### src/rtl/stscan_pkg.sv
// Shared types, token kind codes, character constants and character-class
// functions for the script token scanner. No dependencies.

package stscan_pkg;

  // Default text store size and the widest token length that the range allows.
  localparam int TEXT_BYTES_DEFAULT = 32;
  localparam int TEXT_LEN_W = 6;

  // Depth of the command queue between the scanning front and the emitting back.
  localparam int CMDQ_DEPTH = 2;

  // Token kind codes.
  localparam logic [4:0] KIND_EOF     = 5'd0;
  localparam logic [4:0] KIND_PLUS    = 5'd1;
  localparam logic [4:0] KIND_MINUS   = 5'd2;
  localparam logic [4:0] KIND_STAR    = 5'd3;
  localparam logic [4:0] KIND_SLASH   = 5'd4;
  localparam logic [4:0] KIND_LPAREN  = 5'd5;
  localparam logic [4:0] KIND_RPAREN  = 5'd6;
  localparam logic [4:0] KIND_LBRACE  = 5'd7;
  localparam logic [4:0] KIND_RBRACE  = 5'd8;
  localparam logic [4:0] KIND_SEMI    = 5'd9;
  localparam logic [4:0] KIND_ASSIGN  = 5'd10;
  localparam logic [4:0] KIND_EQ      = 5'd11;
  localparam logic [4:0] KIND_NUMBER  = 5'd12;
  localparam logic [4:0] KIND_STRING  = 5'd13;
  localparam logic [4:0] KIND_IDENT   = 5'd14;
  localparam logic [4:0] KIND_IF      = 5'd15;
  localparam logic [4:0] KIND_ELSE    = 5'd16;
  localparam logic [4:0] KIND_VAR     = 5'd17;
  localparam logic [4:0] KIND_UNKNOWN = 5'd18;

  // ASCII codes used by the scanner.
  localparam logic [7:0] CH_TAB        = 8'd9;
  localparam logic [7:0] CH_CR         = 8'd13;
  localparam logic [7:0] CH_SPACE      = 8'd32;
  localparam logic [7:0] CH_QUOTE      = 8'd34;
  localparam logic [7:0] CH_LPAREN     = 8'd40;
  localparam logic [7:0] CH_RPAREN     = 8'd41;
  localparam logic [7:0] CH_STAR       = 8'd42;
  localparam logic [7:0] CH_PLUS       = 8'd43;
  localparam logic [7:0] CH_MINUS      = 8'd45;
  localparam logic [7:0] CH_DOT        = 8'd46;
  localparam logic [7:0] CH_SLASH      = 8'd47;
  localparam logic [7:0] CH_ZERO       = 8'd48;
  localparam logic [7:0] CH_NINE       = 8'd57;
  localparam logic [7:0] CH_SEMI       = 8'd59;
  localparam logic [7:0] CH_EQUALS     = 8'd61;
  localparam logic [7:0] CH_QMARK      = 8'd63;
  localparam logic [7:0] CH_UPPER_A    = 8'd65;
  localparam logic [7:0] CH_UPPER_Z    = 8'd90;
  localparam logic [7:0] CH_UNDERSCORE = 8'd95;
  localparam logic [7:0] CH_LOWER_A    = 8'd97;
  localparam logic [7:0] CH_LOWER_E    = 8'd101;
  localparam logic [7:0] CH_LOWER_F    = 8'd102;
  localparam logic [7:0] CH_LOWER_I    = 8'd105;
  localparam logic [7:0] CH_LOWER_L    = 8'd108;
  localparam logic [7:0] CH_LOWER_R    = 8'd114;
  localparam logic [7:0] CH_LOWER_S    = 8'd115;
  localparam logic [7:0] CH_LOWER_V    = 8'd118;
  localparam logic [7:0] CH_LOWER_Z    = 8'd122;
  localparam logic [7:0] CH_LBRACE     = 8'd123;
  localparam logic [7:0] CH_RBRACE     = 8'd125;

  // One token to emit: either literal bytes or a run of stored text in one bank.
  typedef struct packed {
    logic                  valid;
    logic [4:0]            kind;
    logic                  stored;
    logic                  bank;
    logic [TEXT_LEN_W-1:0] len;
    logic [7:0]            lit0;
    logic [7:0]            lit1;
  } tok_desc_t;

  // All results of one input item: at most two tokens, in order.
  typedef struct packed {
    tok_desc_t tok0;
    tok_desc_t tok1;
  } scan_cmd_t;

  // Write request into the text store.
  typedef struct packed {
    logic                  valid;
    logic                  bank;
    logic [TEXT_LEN_W-1:0] addr;
    logic [7:0]            data;
  } text_wr_t;

  // Notice that the back has read the last byte of a bank.
  typedef struct packed {
    logic valid;
    logic bank;
  } bank_release_t;

  function automatic logic is_space(input logic [7:0] b);
    return (b == CH_SPACE) || ((b >= CH_TAB) && (b <= CH_CR));
  endfunction

  function automatic logic is_digit(input logic [7:0] b);
    return (b >= CH_ZERO) && (b <= CH_NINE);
  endfunction

  function automatic logic is_alpha(input logic [7:0] b);
    return ((b >= CH_LOWER_A) && (b <= CH_LOWER_Z)) ||
           ((b >= CH_UPPER_A) && (b <= CH_UPPER_Z));
  endfunction

  function automatic logic is_word(input logic [7:0] b);
    return is_alpha(b) || is_digit(b) || (b == CH_UNDERSCORE);
  endfunction

  // Kind of a single-character operator, or end-of-file code when it is none.
  function automatic logic [4:0] single_kind(input logic [7:0] b);
    logic [4:0] k;
    unique case (b)
      CH_PLUS:   k = KIND_PLUS;
      CH_MINUS:  k = KIND_MINUS;
      CH_STAR:   k = KIND_STAR;
      CH_SLASH:  k = KIND_SLASH;
      CH_LPAREN: k = KIND_LPAREN;
      CH_RPAREN: k = KIND_RPAREN;
      CH_LBRACE: k = KIND_LBRACE;
      CH_RBRACE: k = KIND_RBRACE;
      CH_SEMI:   k = KIND_SEMI;
      default:   k = KIND_EOF;
    endcase
    return k;
  endfunction

  // Literal token of up to two bytes.
  function automatic tok_desc_t lit_tok(input logic [4:0] kind, input logic [7:0] b0,
                                        input logic [7:0] b1,
                                        input logic [TEXT_LEN_W-1:0] len);
    tok_desc_t t;
    t.valid  = 1'b1;
    t.kind   = kind;
    t.stored = 1'b0;
    t.bank   = 1'b0;
    t.len    = len;
    t.lit0   = b0;
    t.lit1   = b1;
    return t;
  endfunction

endpackage

### src/rtl/stscan_front.sv
// Scanning front of the token scanner: takes source bytes, tracks the scan
// mode, writes token text into the two-bank text store and queues commands.
// Depends on stscan_pkg.

module stscan_front #(
  parameter int TEXT_BYTES = stscan_pkg::TEXT_BYTES_DEFAULT
) (
  input  logic                      clk,
  input  logic                      rst,
  input  logic                      push,
  input  logic [7:0]                source_byte,
  input  logic                      end_marker,
  output logic                      full,
  output logic                      cmd_push,
  output stscan_pkg::scan_cmd_t     cmd,
  input  logic                      cmd_full,
  output stscan_pkg::text_wr_t      text_wr,
  input  stscan_pkg::bank_release_t bank_release
);

  localparam int IDX_W = $clog2(TEXT_BYTES);
  localparam logic [IDX_W-1:0] COUNT_LIMIT = IDX_W'(TEXT_BYTES - 1);

  typedef enum logic [2:0] {
    MODE_IDLE,
    MODE_EQ,
    MODE_DOT,
    MODE_NUM,
    MODE_STR,
    MODE_IDENT
  } mode_t;

  // Held request and scan state.
  logic             hold_valid;
  logic [7:0]       hold_byte;
  logic             hold_end;
  mode_t            mode;
  mode_t            mode_next;
  logic [IDX_W-1:0] count;
  logic [IDX_W-1:0] count_next;
  logic             bank;
  logic             bank_next;
  logic [1:0]       busy;
  logic [1:0]       busy_next;
  logic [7:0]       head [4];

  // Decision signals for the held request.
  stscan_pkg::tok_desc_t tok0;
  stscan_pkg::tok_desc_t tok1;
  logic                  emit_st;
  logic [4:0]            emit_kind;
  logic                  start;
  logic                  app_more;
  logic                  app_first;
  logic                  wr_req;
  logic [IDX_W-1:0]      wr_idx;
  logic [4:0]            ident_kind;
  logic [4:0]            skind;
  logic                  go;

  // Keyword match on the first stored bytes of an identifier.
  always_comb begin
    ident_kind = stscan_pkg::KIND_IDENT;
    if (7'(count) == 7'd2 && head[0] == stscan_pkg::CH_LOWER_I &&
        head[1] == stscan_pkg::CH_LOWER_F) begin
      ident_kind = stscan_pkg::KIND_IF;
    end else if (7'(count) == 7'd4 && head[0] == stscan_pkg::CH_LOWER_E &&
                 head[1] == stscan_pkg::CH_LOWER_L && head[2] == stscan_pkg::CH_LOWER_S &&
                 head[3] == stscan_pkg::CH_LOWER_E) begin
      ident_kind = stscan_pkg::KIND_ELSE;
    end else if (7'(count) == 7'd3 && head[0] == stscan_pkg::CH_LOWER_V &&
                 head[1] == stscan_pkg::CH_LOWER_A && head[2] == stscan_pkg::CH_LOWER_R) begin
      ident_kind = stscan_pkg::KIND_VAR;
    end
  end

  assign skind = stscan_pkg::single_kind(hold_byte);

  // Classify the held byte against the current mode.
  always_comb begin
    tok0       = '0;
    tok1       = '0;
    emit_st    = 1'b0;
    emit_kind  = stscan_pkg::KIND_EOF;
    start      = 1'b0;
    app_more   = 1'b0;
    app_first  = 1'b0;
    mode_next  = mode;
    count_next = count;
    bank_next  = bank;

    if (hold_end) begin
      unique case (mode)
        MODE_EQ: begin
          tok0 = stscan_pkg::lit_tok(stscan_pkg::KIND_ASSIGN, stscan_pkg::CH_EQUALS, 8'd0, 6'd1);
        end
        MODE_DOT: begin
          tok0 = stscan_pkg::lit_tok(stscan_pkg::KIND_UNKNOWN, stscan_pkg::CH_QMARK, 8'd0, 6'd1);
        end
        MODE_NUM: begin
          emit_st   = 1'b1;
          emit_kind = stscan_pkg::KIND_NUMBER;
        end
        MODE_STR: begin
          emit_st   = 1'b1;
          emit_kind = stscan_pkg::KIND_STRING;
        end
        MODE_IDENT: begin
          emit_st   = 1'b1;
          emit_kind = ident_kind;
        end
        default: begin
        end
      endcase
      tok1       = stscan_pkg::lit_tok(stscan_pkg::KIND_EOF, 8'd0, 8'd0, 6'd0);
      mode_next  = MODE_IDLE;
      count_next = '0;
    end else begin
      unique case (mode)
        MODE_EQ: begin
          if (hold_byte == stscan_pkg::CH_EQUALS) begin
            tok0 = stscan_pkg::lit_tok(stscan_pkg::KIND_EQ, stscan_pkg::CH_EQUALS,
                                       stscan_pkg::CH_EQUALS, 6'd2);
            mode_next = MODE_IDLE;
          end else begin
            tok0 = stscan_pkg::lit_tok(stscan_pkg::KIND_ASSIGN, stscan_pkg::CH_EQUALS,
                                       8'd0, 6'd1);
            start = 1'b1;
          end
        end
        MODE_DOT: begin
          if (stscan_pkg::is_digit(hold_byte)) begin
            app_more  = 1'b1;
            mode_next = MODE_NUM;
          end else begin
            tok0 = stscan_pkg::lit_tok(stscan_pkg::KIND_UNKNOWN, stscan_pkg::CH_QMARK,
                                       8'd0, 6'd1);
            start = 1'b1;
          end
        end
        MODE_NUM: begin
          if (stscan_pkg::is_digit(hold_byte) || hold_byte == stscan_pkg::CH_DOT) begin
            app_more = 1'b1;
          end else begin
            emit_st   = 1'b1;
            emit_kind = stscan_pkg::KIND_NUMBER;
            start     = 1'b1;
          end
        end
        MODE_STR: begin
          if (hold_byte == stscan_pkg::CH_QUOTE) begin
            emit_st   = 1'b1;
            emit_kind = stscan_pkg::KIND_STRING;
            mode_next = MODE_IDLE;
          end else begin
            app_more = 1'b1;
          end
        end
        MODE_IDENT: begin
          if (stscan_pkg::is_word(hold_byte)) begin
            app_more = 1'b1;
          end else begin
            emit_st   = 1'b1;
            emit_kind = ident_kind;
            start     = 1'b1;
          end
        end
        default: begin
          start = 1'b1;
        end
      endcase
    end

    // Finish the pending token that lives in the store.
    if (emit_st) begin
      if (count == '0) begin
        tok0 = stscan_pkg::lit_tok(emit_kind, 8'd0, 8'd0, 6'd0);
      end else begin
        tok0.valid  = 1'b1;
        tok0.kind   = emit_kind;
        tok0.stored = 1'b1;
        tok0.bank   = bank;
        tok0.len    = stscan_pkg::TEXT_LEN_W'(count);
        tok0.lit0   = 8'd0;
        tok0.lit1   = 8'd0;
        bank_next   = ~bank;
      end
      count_next = '0;
    end

    // Append a byte to the token being collected, dropping it past the limit.
    if (app_more && count < COUNT_LIMIT) begin
      count_next = count + 1'b1;
    end

    // Scan the held byte as the start of a new token.
    if (start) begin
      mode_next  = MODE_IDLE;
      count_next = '0;
      if (stscan_pkg::is_space(hold_byte)) begin
        mode_next = MODE_IDLE;
      end else if (skind != stscan_pkg::KIND_EOF) begin
        tok1 = stscan_pkg::lit_tok(skind, hold_byte, 8'd0, 6'd1);
      end else if (hold_byte == stscan_pkg::CH_EQUALS) begin
        mode_next = MODE_EQ;
      end else if (stscan_pkg::is_digit(hold_byte)) begin
        app_first  = 1'b1;
        count_next = IDX_W'(1);
        mode_next  = MODE_NUM;
      end else if (hold_byte == stscan_pkg::CH_DOT) begin
        app_first  = 1'b1;
        count_next = IDX_W'(1);
        mode_next  = MODE_DOT;
      end else if (hold_byte == stscan_pkg::CH_QUOTE) begin
        mode_next = MODE_STR;
      end else if (stscan_pkg::is_alpha(hold_byte) || hold_byte == stscan_pkg::CH_UNDERSCORE) begin
        app_first  = 1'b1;
        count_next = IDX_W'(1);
        mode_next  = MODE_IDENT;
      end else begin
        tok1 = stscan_pkg::lit_tok(stscan_pkg::KIND_UNKNOWN, stscan_pkg::CH_QMARK, 8'd0, 6'd1);
      end
    end
  end

  // A write goes to the bank that holds the token being collected.
  assign wr_req = app_first || (app_more && count < COUNT_LIMIT);
  assign wr_idx = app_first ? '0 : count;

  // The held request proceeds once the queue has room and its bank is free.
  assign go = hold_valid &&
              !((tok0.valid || tok1.valid) && cmd_full) &&
              !(wr_req && busy[bank_next]);
  assign full = hold_valid && !go;

  assign cmd_push  = go && (tok0.valid || tok1.valid);
  assign cmd.tok0  = tok0;
  assign cmd.tok1  = tok1;

  assign text_wr.valid = go && wr_req;
  assign text_wr.bank  = bank_next;
  assign text_wr.addr  = stscan_pkg::TEXT_LEN_W'(wr_idx);
  assign text_wr.data  = hold_byte;

  // Bank ownership: set when a stored token is queued, cleared on release.
  always_comb begin
    busy_next = busy;
    if (bank_release.valid) begin
      busy_next[bank_release.bank] = 1'b0;
    end
    if (cmd_push && tok0.stored) begin
      busy_next[tok0.bank] = 1'b1;
    end
  end

  // State and control registers.
  always_ff @(posedge clk) begin
    if (rst) begin
      hold_valid <= 1'b0;
      mode       <= MODE_IDLE;
      count      <= '0;
      bank       <= 1'b0;
      busy       <= '0;
    end else begin
      if (push && !full) begin
        hold_valid <= 1'b1;
      end else if (go) begin
        hold_valid <= 1'b0;
      end
      if (go) begin
        mode  <= mode_next;
        count <= count_next;
        bank  <= bank_next;
      end
      busy <= busy_next;
    end
  end

  // Held request payload and the shadow of the first text bytes.
  always_ff @(posedge clk) begin
    if (push && !full) begin
      hold_byte <= source_byte;
      hold_end  <= end_marker;
    end
    if (go && wr_req && 7'(wr_idx) < 7'd4) begin
      head[wr_idx[1:0]] <= hold_byte;
    end
  end

`ifndef NO_ASSERTIONS
  // Text is never written into a bank whose token is still being emitted.
  assert property (@(posedge clk) disable iff (rst) text_wr.valid |-> !busy[text_wr.bank])
    else $error("text write into a bank in flight");

  // A stored token is only queued for a bank that is not already in flight.
  assert property (@(posedge clk) disable iff (rst)
                   (cmd_push && tok0.stored) |-> !busy[tok0.bank])
    else $error("stored token queued for a busy bank");
`endif

endmodule

### src/rtl/stscan_cmdq.sv
// Short command queue between the scanning front and the emitting back.
// Depends on stscan_pkg.

module stscan_cmdq (
  input  logic                  clk,
  input  logic                  rst,
  input  logic                  wr_en,
  input  stscan_pkg::scan_cmd_t wr_cmd,
  output logic                  q_full,
  input  logic                  rd_en,
  output stscan_pkg::scan_cmd_t rd_cmd,
  output logic                  q_empty
);

  localparam int PTR_W = $clog2(stscan_pkg::CMDQ_DEPTH);
  localparam logic [PTR_W-1:0] PTR_LAST = PTR_W'(stscan_pkg::CMDQ_DEPTH - 1);
  localparam logic [PTR_W:0]   FILL_MAX = (PTR_W + 1)'(stscan_pkg::CMDQ_DEPTH);

  stscan_pkg::scan_cmd_t entries [stscan_pkg::CMDQ_DEPTH];
  logic [PTR_W-1:0]      wr_ptr;
  logic [PTR_W-1:0]      rd_ptr;
  logic [PTR_W:0]        fill;
  logic                  do_wr;
  logic                  do_rd;

  assign q_full  = (fill == FILL_MAX);
  assign q_empty = (fill == '0);
  assign do_wr   = wr_en && !q_full;
  assign do_rd   = rd_en && !q_empty;
  assign rd_cmd  = entries[rd_ptr];

  // Pointers and fill level.
  always_ff @(posedge clk) begin
    if (rst) begin
      wr_ptr <= '0;
      rd_ptr <= '0;
      fill   <= '0;
    end else begin
      if (do_wr) begin
        wr_ptr <= (wr_ptr == PTR_LAST) ? '0 : wr_ptr + 1'b1;
      end
      if (do_rd) begin
        rd_ptr <= (rd_ptr == PTR_LAST) ? '0 : rd_ptr + 1'b1;
      end
      if (do_wr && !do_rd) begin
        fill <= fill + 1'b1;
      end else if (do_rd && !do_wr) begin
        fill <= fill - 1'b1;
      end
    end
  end

  // Entry storage.
  always_ff @(posedge clk) begin
    if (do_wr) begin
      entries[wr_ptr] <= wr_cmd;
    end
  end

endmodule

### src/rtl/stscan_back.sv
// Emitting back of the token scanner: owns the two-bank text store, expands
// queued commands into one result per text byte and holds the result register.
// Depends on stscan_pkg.

module stscan_back #(
  parameter int TEXT_BYTES = stscan_pkg::TEXT_BYTES_DEFAULT
) (
  input  logic                      clk,
  input  logic                      rst,
  input  logic                      cmd_empty,
  input  stscan_pkg::scan_cmd_t     cmd,
  output logic                      cmd_pop,
  input  stscan_pkg::text_wr_t      text_wr,
  output stscan_pkg::bank_release_t bank_release,
  output logic [4:0]                token_kind,
  output logic [7:0]                text_byte,
  output logic                      byte_valid,
  output logic [4:0]                text_length,
  output logic                      token_last,
  output logic                      run_last,
  output logic                      empty,
  input  logic                      pop
);

  localparam int IDX_W = $clog2(TEXT_BYTES);

  // Text store, one bank per token in flight.
  logic [7:0] text_mem [2][TEXT_BYTES];

  // Expansion state.
  logic                              gen_busy;
  stscan_pkg::scan_cmd_t             cur;
  logic                              phase;
  logic [stscan_pkg::TEXT_LEN_W-1:0] idx;
  stscan_pkg::tok_desc_t             tok;
  logic                              tok_end;
  logic                              more;
  logic                              advance;

  // Result register.
  logic       out_valid;
  logic [4:0] o_kind;
  logic       o_from_mem;
  logic [7:0] o_lit;
  logic       o_byte_valid;
  logic [4:0] o_len;
  logic       o_tlast;
  logic       o_rlast;
  logic [7:0] rd_data;

  // Current token and position within it.
  assign tok     = phase ? cur.tok1 : cur.tok0;
  assign tok_end = (tok.len == '0) || (idx == tok.len - 1'b1);
  assign more    = !phase && cur.tok1.valid;
  assign advance = gen_busy && (!out_valid || pop);
  assign cmd_pop = !gen_busy && !cmd_empty;

  // Expansion control.
  always_ff @(posedge clk) begin
    if (rst) begin
      gen_busy     <= 1'b0;
      bank_release <= '0;
    end else begin
      bank_release.valid <= advance && tok_end && tok.stored;
      bank_release.bank  <= tok.bank;
      if (cmd_pop) begin
        gen_busy <= 1'b1;
      end else if (advance && tok_end && !more) begin
        gen_busy <= 1'b0;
      end
    end
  end

  // Command, token phase and byte position.
  always_ff @(posedge clk) begin
    if (cmd_pop) begin
      cur   <= cmd;
      phase <= !cmd.tok0.valid;
      idx   <= '0;
    end else if (advance) begin
      if (tok_end) begin
        phase <= 1'b1;
        idx   <= '0;
      end else begin
        idx <= idx + 1'b1;
      end
    end
  end

  // Text store write and registered read.
  always_ff @(posedge clk) begin
    if (text_wr.valid) begin
      text_mem[text_wr.bank][text_wr.addr[IDX_W-1:0]] <= text_wr.data;
    end
    if (advance) begin
      rd_data <= text_mem[tok.bank][idx[IDX_W-1:0]];
    end
  end

  // Result register valid.
  always_ff @(posedge clk) begin
    if (rst) begin
      out_valid <= 1'b0;
    end else if (advance) begin
      out_valid <= 1'b1;
    end else if (pop) begin
      out_valid <= 1'b0;
    end
  end

  // Result register payload.
  always_ff @(posedge clk) begin
    if (advance) begin
      o_kind       <= tok.kind;
      o_from_mem   <= tok.stored;
      o_lit        <= (idx == '0) ? tok.lit0 : tok.lit1;
      o_byte_valid <= (tok.len != '0);
      o_len        <= 5'(tok.len);
      o_tlast      <= tok_end;
      o_rlast      <= tok_end && !more;
    end
  end

  assign empty       = !out_valid;
  assign token_kind  = o_kind;
  assign text_byte   = o_from_mem ? rd_data : o_lit;
  assign byte_valid  = o_byte_valid;
  assign text_length = o_len;
  assign token_last  = o_tlast;
  assign run_last    = o_rlast;

`ifndef NO_ASSERTIONS
  // Every queued command carries at least one token.
  assert property (@(posedge clk) disable iff (rst)
                   cmd_pop |-> (cmd.tok0.valid || cmd.tok1.valid))
    else $error("empty command taken from the queue");

  // Stored tokens always have text; empty text is sent as a literal.
  assert property (@(posedge clk) disable iff (rst)
                   cmd_pop |-> !(cmd.tok0.stored && cmd.tok0.len == '0))
    else $error("stored token with no text");

  // The last result of a request always closes a token.
  assert property (@(posedge clk) disable iff (rst) (!empty && run_last) |-> token_last)
    else $error("request ends inside a token");
`endif

endmodule

### src/rtl/script_token_scanner_unit.sv
// Script token scanner: an item is held in the front, classified and queued; its first
// result then passes the command queue and the back's command register to the result register.
// The back emits one result per cycle while the receiver pops, and takes a new queued
// command only after the last one is done; long tokens cost one result per text byte.
// Reset is synchronous and clears all control state; the text store is not cleared.
// Depends on stscan_pkg, stscan_front, stscan_cmdq and stscan_back.

module script_token_scanner_unit #(
  parameter int TEXT_BYTES = stscan_pkg::TEXT_BYTES_DEFAULT
) (
  input  logic       clk,
  input  logic       rst,
  input  logic       push,
  input  logic [7:0] source_byte,
  input  logic       end_marker,
  output logic       full,
  output logic       empty,
  input  logic       pop,
  output logic [4:0] token_kind,
  output logic [7:0] text_byte,
  output logic       byte_valid,
  output logic [4:0] text_length,
  output logic       token_last,
  output logic       run_last
);

  stscan_pkg::scan_cmd_t     push_cmd;
  stscan_pkg::scan_cmd_t     head_cmd;
  logic                      cmd_push;
  logic                      cmd_full;
  logic                      cmd_pop;
  logic                      cmd_empty;
  stscan_pkg::text_wr_t      text_wr;
  stscan_pkg::bank_release_t bank_release;

  // Front: scan mode, text collection and command generation.
  stscan_front #(
    .TEXT_BYTES(TEXT_BYTES)
  ) u_front (
    .clk         (clk),
    .rst         (rst),
    .push        (push),
    .source_byte (source_byte),
    .end_marker  (end_marker),
    .full        (full),
    .cmd_push    (cmd_push),
    .cmd         (push_cmd),
    .cmd_full    (cmd_full),
    .text_wr     (text_wr),
    .bank_release(bank_release)
  );

  // Queue that decouples scanning from emission.
  stscan_cmdq u_cmdq (
    .clk    (clk),
    .rst    (rst),
    .wr_en  (cmd_push),
    .wr_cmd (push_cmd),
    .q_full (cmd_full),
    .rd_en  (cmd_pop),
    .rd_cmd (head_cmd),
    .q_empty(cmd_empty)
  );

  // Back: text store and per-byte result emission.
  stscan_back #(
    .TEXT_BYTES(TEXT_BYTES)
  ) u_back (
    .clk         (clk),
    .rst         (rst),
    .cmd_empty   (cmd_empty),
    .cmd         (head_cmd),
    .cmd_pop     (cmd_pop),
    .text_wr     (text_wr),
    .bank_release(bank_release),
    .token_kind  (token_kind),
    .text_byte   (text_byte),
    .byte_valid  (byte_valid),
    .text_length (text_length),
    .token_last  (token_last),
    .run_last    (run_last),
    .empty       (empty),
    .pop         (pop)
  );

endmodule

### config.mk
export PLATFORM = sky130hd
export DESIGN_NAME = script_token_scanner_unit
export DESIGN_NICKNAME = d
export VERILOG_FILES = /design/src/rtl/stscan_pkg.sv /design/src/rtl/stscan_front.sv /design/src/rtl/stscan_cmdq.sv /design/src/rtl/stscan_back.sv /design/src/rtl/script_token_scanner_unit.sv
export SDC_FILE = /design/constraint.sdc
export NUM_CORES = 1
export LEC_CHECK = 0
export ABC_AREA = 1
export BUFFER_PORTS_ARGS = -buffer_cell sky130_fd_sc_hd__buf_4
export CORE_MARGIN = 3
export CORE_UTILIZATION = 48
export CTS_CLUSTER_DIAMETER = 60
export DETAILED_ROUTE_END_ITERATION = 6
export PLACE_DENSITY_LB_ADDON = 0.3
export SETUP_SLACK_MARGIN = 0.1
export SYNTH_ARGS = -nofsm -noshare
export SYNTH_HDL_FRONTEND = slang
export SYNTH_HIERARCHICAL = 1
export SYNTH_SLANG_ARGS = --single-unit
### constraint.sdc
create_clock -name clk -period 6.9 [get_ports clk]
set_clock_uncertainty 0.15 [all_clocks]
set_input_delay 1.725 -clock clk [delete_from_list [all_inputs] [get_ports clk]]
set_output_delay 1.725 -clock clk [all_outputs]
set_load 0.005 [all_outputs]
==> impl_metrics.csv, run 1 <==
group,metric,value,unit
outcome,outcome,"finished, final reports clean",
clock_network,root_buffer,"clkbuf_16",
logic_synthesis,synthCells,2539,
clock_network,clock_latency,0.63,ns
timing,setup_ws,1.888,ns
worst_setup_path,required,5.03,ns
worst_hold_path,hold_class,"reg -> reg",
floorplanning,placement_rows,95,
cells_and_area,finalNetCount,2563,
power,intPower,0.009008,W
drt,vias_per_cell,5.750,
grt,overflow,0,
grt,grt_max_degree,271,
drt,ant_nets,0,
timing,grt_setup_unrepaired,"false",
cells_and_area,final_common_cell,"edfxtp_1",
worst_setup_path,arrival,3.14,ns
power,p_sw_frac,0.3035,
timing,hold_viol_final,0,
drt,drc,0,
floorplanning,die-area,71470,µm²
clock_network,cts_hold_buffers,0,
worst_setup_path,cp_common_cell,"nand2_1",
worst_setup_path,critPathTopFamily,"simple AND/OR/NAND/NOR gates",
worst_setup_path,cp_slowest_cell,"edfxtp_1",
cells_and_area,area_growth_syn_to_layout,10.06,%
floorplanning,boundaryPins,36,
clock_network,post_cts.repair.setup_buffers,0,
drt,drt_iter0_drc,2066,
grt,grt_pass1_vias,19750,
power,combPwrFrac,0.218,
place,port_buffers,35,
clock_network,numCtsBuffers,80,
grt,grt_pass1_wl,115300,µm
floorplanning,start_util,0.4864,
floorplanning,fp.coreArea,67400,µm²
power,seqPwrFrac,0.458,
place,place_ws,2.236,ns
drt,wl_per_cell,21.62,µm
place,gp_congestion,0.8637,
grt,grt_use_total,0.2118,
floorplanning,die_h,267.3,µm
logic_synthesis,syn_avg_cell_area,12.91,µm²
cells_and_area,nFillCells,5452,
power,clkPwrFrac,0.324,
floorplanning,die_w,267.3,µm
clock_network,cts.path.max_buffers,3,
power,p_per_area,358.4,nW/µm²
worst_setup_path,critical_path_class,"reg -> out",
clock_network,clkTransAtPathRegs,0.06,ns
clock_network,post_cts_resized,0,
timing,setup_viol_count_final,0,
timing,setup-tns-final,0,ns
drt,vias,19970,
clock_network,cts.sinks,790,
place,placed_area,33540,µm²
timing,finalCriticalPeriod,5.012,ns
cells_and_area,fin_area,36080,µm²
timing,period_share,0.7264,
logic_synthesis,yosysWarningCount,6,
cells_and_area,drive_gt1_frac,0.1158,
power,max-vdd-ir-drop,0.2963,mV
clock_network,cts_tree,"yes",
cells_and_area,antenna_cells,0,
timing,whs,0.3278,ns
timing,worst_pin_slew,1.188,ns
worst_setup_path,path_max_fanout,16,
drt,firstDrtPassIters,6,
worst_setup_path,cp-start-kind,"register",
worst_setup_path,path_buf_inv,2,
place,hpwl,43820,µm
worst_setup_path,worstSetupEndpointType,"output pin",
drt,wirelength,75080,µm
flow_run,max_cap_violations,0,
logic_synthesis,syn_area,32780,µm²
grt,grt_antenna_before_repair,2,
timing,slew_headroom,0.2080,
clock_network,cts_htree_levels,3,
cells_and_area,final_cell_mix,"edfxtp_1 (763), nor2_1 (417), o21ai_0 (262)",
timing,fmax,199.5,MHz
power,netSwitchingPower,0.003926,W
worst_setup_path,path_cells,"inv_2, nand2_1, nor2_4, nand3b_1, a22oi_1, nand2_1, nand2_1, nand2_1, nand2_1, nor2_1, nor2_4, nor2_1, buf_4",
worst_setup_path,cp_slowest_stage_delay,0.44,ns
timing,maxSlewViolCount,0,
power,leakagePower,12.07,nW
==> routing by layer <==
metal  up-vias  global-route usage  share of wire
met3       159             0.03822          0.067
met5         -                   0        0.00016
met1      9808              0.2788           0.41
met4         2             0.08373          0.038
met2       824              0.3514           0.48
li1       9172                   -              -
==> worst reg2reg max path, cell delays in order, from the launching register on <==
cell	delay [ns]
edfxtp_1	0.44
inv_2	0.12
nand2_1	0.09
nor2_4	0.21
nand3b_1	0.22
a22oi_1	0.22
nand2_1	0.08
nand2_1	0.20
nand2_1	0.12
nand2_1	0.08
nor2_1	0.06
nor2_4	0.37
nand2_1	0.13
inv_2	0.11
inv_1	0.08
nor3_1	0.24
inv_1	0.43
nor3_1	1.00
==> sequential cells by signal (all words and copies together) (netlist names), 2 cells and up, named ones only <==
signal and count:
u_front/hold_byte 8, u_back/o_lit 8, u_cmdq/fill 2, u_back/cur 59, u_front/mode 3, u_back/text_length 5, u_cmdq/entries 120, u_front/count 5
u_front/busy 2, u_back/idx 6, u_front/head 32, u_back/bank_release 2, u_back/token_kind 5, u_back/rd_data 8, u_back/text_mem 512
==> cell type report <==
type / instances / area (µm²) / share of cell area
Timing Repair Buffer: 64 / 505.5 / 0.01401
Clock inverter: 43 / 417.9 / 0.01158
Inverter: 138 / 520.5 / 0.01442
Sequential cell: 790 / 23460 / 0.6502
Multi-Input combinational cell: 1467 / 7956 / 0.2205
Tap cell: 873 / 1092 / 0.03027
Clock buffer: 97 / 2130 / 0.05902
==> power groups by stage <==
stage	sequential, W	combinational (W)	clock (W)
after detailed placement	0.00602	0.00279	0
final	0.00592	0.00281	0.00420
after global routing	0.00596	0.00306	0.00448
after floorplan	0.00590	0.00204	0
after global placement	0.00601	0.00275	0
after CTS	0.00593	0.00280	0.00428
==> final timing paths <==
kind | slack (ns) | start | depth (start not counted) | to
worst min register to register | 0.33 | u_front/busy[1]$_SDFF_PP0_ | 2 | u_front/busy[1]$_SDFF_PP0_
worst min-delay path | 0.33 | u_front/busy[1]$_SDFF_PP0_ | 2 | u_front/busy[1]$_SDFF_PP0_
worst max-delay path | 1.89 | u_front/hold_byte[4]$_DFFE_PP_ | 13 | full
worst max register to register | 2.19 | u_front/hold_byte[4]$_DFFE_PP_ | 17 | u_back/text_mem[1][200]$_DFFE_PP_
==> per-stage QoR <==
step	utilization	power [W]	instances
CTS	0.5354	0.01301	3472
floorplan	-	0.007935	2560
global route	0.5354	0.01350	3472
detailed placement	0.4976	0.008810	3332
finish	0.5354	0.01293	3472
global placement	0.4976	0.008761	3332
No activity file was read; power rests on OpenSTA's default activity.
==> inputs of run 2 (changes only) <==
==> constraint.sdc (replaced) <==
create_clock -name clk -period 4.7 [get_ports clk]
set_clock_uncertainty 0.15 [all_clocks]
set_input_delay 1.175 -clock clk [delete_from_list [all_inputs] [get_ports clk]]
set_output_delay 1.175 -clock clk [all_outputs]
set_load 0.005 [all_outputs]
==> run 2 against run 1 <==
Net effect:
- register-to-register slack worse by 1.7 ns
- critical path type unchanged
- design area is 1.0% higher
- cell count rose by 1.7%
- critical path depth grew 2
- largest cell class unchanged
- highest routed layer is now met4
==> impl_metrics.csv, run 2 (same netlist as run 1, synthesis figures left out) <==
group,metric,value,unit
timing,grt_setup_unrepaired,"false",
timing,setup_viol_count_final,0,
clock_network,cts_htree_levels,3,
power,p_per_area,517.9,nW/µm²
worst_setup_path,path_max_fanout,15,
worst_setup_path,critical_path_class,"reg -> out",
grt,grt_antenna_before_repair,0,
floorplanning,placement_rows,95,
worst_hold_path,hold_class,"reg -> reg",
floorplanning,fp.coreArea,67400,µm²
timing,finalCriticalPeriod,4.336,ns
drt,wl_per_cell,21.36,µm
timing,slew_headroom,0.3373,
worst_setup_path,worstSetupEndpointType,"output pin",
cells_and_area,finalNetCount,2612,
drt,drt_iter0_drc,2148,
place,place_inst,3380,
floorplanning,boundaryPins,36,
worst_setup_path,cp_common_cell,"nand2_1",
cells_and_area,finalNonFillerCells,3530,
cells_and_area,antenna_cells,0,
timing,maxSlewViolCount,0,
clock_network,clock_latency,0.62,ns
worst_setup_path,cp-start-kind,"register",
worst_setup_path,required,3.38,ns
place,hpwl,45720,µm
drt,firstDrtPassIters,6,
timing,hold_viol_final,0,
timing,fmax,230.6,MHz
grt,grt_max_degree,138,
power,max-vdd-ir-drop,0.3683,mV
grt,grt_use_total,0.2116,
timing,period_share,0.9225,
timing,setup-tns-final,0,ns
floorplanning,die-area,71470,µm²
clock_network,cts_tree,"yes",
drt,top_layer,"met4",
place,place_ws,0.6431,ns
worst_setup_path,cp_slowest_cell,"edfxtp_1",
clock_network,cts.path.max_buffers,3,
grt,grt_pass1_wl,115000,µm
clock_network,cts.sinks,790,
cells_and_area,final_common_cell,"edfxtp_1",
drt,wirelength,75400,µm
worst_setup_path,path_cells,"nor2_2, nand3_1, nand2_1, inv_1, nand2_1, nand3_1, nand2_2, nand3_2, nand2_1, nand2_1, nor2_1, nor2_4, buf_6, nor2_1, buf_4",
power,p_sw_frac,0.3068,
drt,vias,20060,
cells_and_area,nFillCells,5508,
timing,setup_ws,0.3641,ns
floorplanning,die_w,267.3,µm
clock_network,root_buffer,"clkbuf_16",
drt,vias_per_cell,5.681,
clock_network,cts_hold_buffers,0,
power,seqPwrFrac,0.455,
outcome,outcome,"finished, final reports clean",
power,intPower,0.01309,W
worst_setup_path,cp_slowest_stage_delay,0.49,ns
clock_network,clkTransAtPathRegs,0.06,ns
power,combPwrFrac,0.228,
cells_and_area,largest_reg_flops,512,
drt,wl_met2,36650,µm
cells_and_area,drive_gt1_frac,0.1336,
worst_setup_path,arrival,3.01,ns
flow_run,max_cap_violations,0,
place,gp_congestion,0.8992,
power,leakagePower,12.32,nW
clock_network,post_cts.repair.setup_buffers,0,
drt,drc,0,
cells_and_area,final_cell_mix,"edfxtp_1 (763), nor2_1 (415), o21ai_0 (262)",
worst_setup_path,critPathTopFamily,"simple AND/OR/NAND/NOR gates",
power,netSwitchingPower,0.005793,W
clock_network,post_cts_resized,0,
drt,met1_length,31320,µm
clock_network,numCtsBuffers,81,
place,port_buffers,35,
grt,grt_pass1_vias,19680,
floorplanning,start_util,0.4864,
timing,worst_pin_slew,0.9865,ns
cells_and_area,area_growth_syn_to_layout,11.18,%
drt,dr_wl_met3,4958,µm
floorplanning,die_h,267.3,µm
power,power,0.01888,W
worst_setup_path,path_buf_inv,3,
power,clkPwrFrac,0.318,
drt,ant_nets,0,
cells_and_area,final_util,0.5408,
grt,overflow,0,
## run 2: stage by stage
step                      cell area [µm²]  hold WS, ns
after floorplan                     32870       0.2933
after global placement              33930       0.3053
after detailed placement            33930       0.3175
after CTS                           36430       0.3264
after global routing                36450       0.3533
final                               36450       0.3213
## run 2: final cells by class
class / instances / area, µm² / area share
Sequential cell: 790 / 23460 / 0.6437
Multi-Input combinational cell: 1467 / 7960 / 0.2184
Clock buffer: 114 / 2241 / 0.06148
Tap cell: 873 / 1092 / 0.02997
Timing Repair Buffer: 112 / 907.1 / 0.02489
Inverter: 138 / 520.5 / 0.01428
Clock inverter: 36 / 266.5 / 0.007312
## run 2: power by group through the flow
stage / sequential (W) / combinational [W] / clock (W)
global route: 0.00863 / 0.00471 / 0.00641
detailed placement: 0.00873 / 0.00427 / 0
floorplan: 0.00865 / 0.00299 / 0
CTS: 0.00859 / 0.00428 / 0.00614
finish: 0.00858 / 0.00430 / 0.00599
global placement: 0.00872 / 0.00421 / 0
## run 2: path summary, 6_finish.rpt
path	from	to	slack [ns]	cells after the start
max reg2reg	u_front/hold_byte[1]$_DFFE_PP_	u_back/text_mem[1][120]$_DFFE_PP_	0.53	20
min	u_front/busy[1]$_SDFF_PP0_	u_front/busy[1]$_SDFF_PP0_	0.32	2
min reg2reg	u_front/busy[1]$_SDFF_PP0_	u_front/busy[1]$_SDFF_PP0_	0.32	2
max	u_front/hold_byte[1]$_DFFE_PP_	full	0.36	15
## run 2: worst register-to-register path, stage by stage, from the launching register on
cell      delay [ns]
edfxtp_1        0.49
inv_1           0.13
nand2_1         0.10
nor2_2          0.15
nand2_1         0.14
nand2_1         0.10
nand3_1         0.07
nor2_1          0.13
nand2_2         0.10
a21oi_2         0.21
nand2_2         0.10
nand2_2         0.07
nand2_2         0.06
nor2_4          0.10
nand2_1         0.07
inv_2           0.08
inv_1           0.08
nor3_1          0.45
buf_4           0.25
nand2_1         0.14
nor2_1          0.63
## run 2: per-layer routing
| layer | vias up | global-route usage |
|---|---|---|
| li1 | 9290 | - |
| met1 | 9899 | 0.2840 |
| met2 | 713 | 0.3513 |
| met3 | 153 | 0.03620 |
| met4 | 0 | 0.07365 |
| met5 | - | 0 |
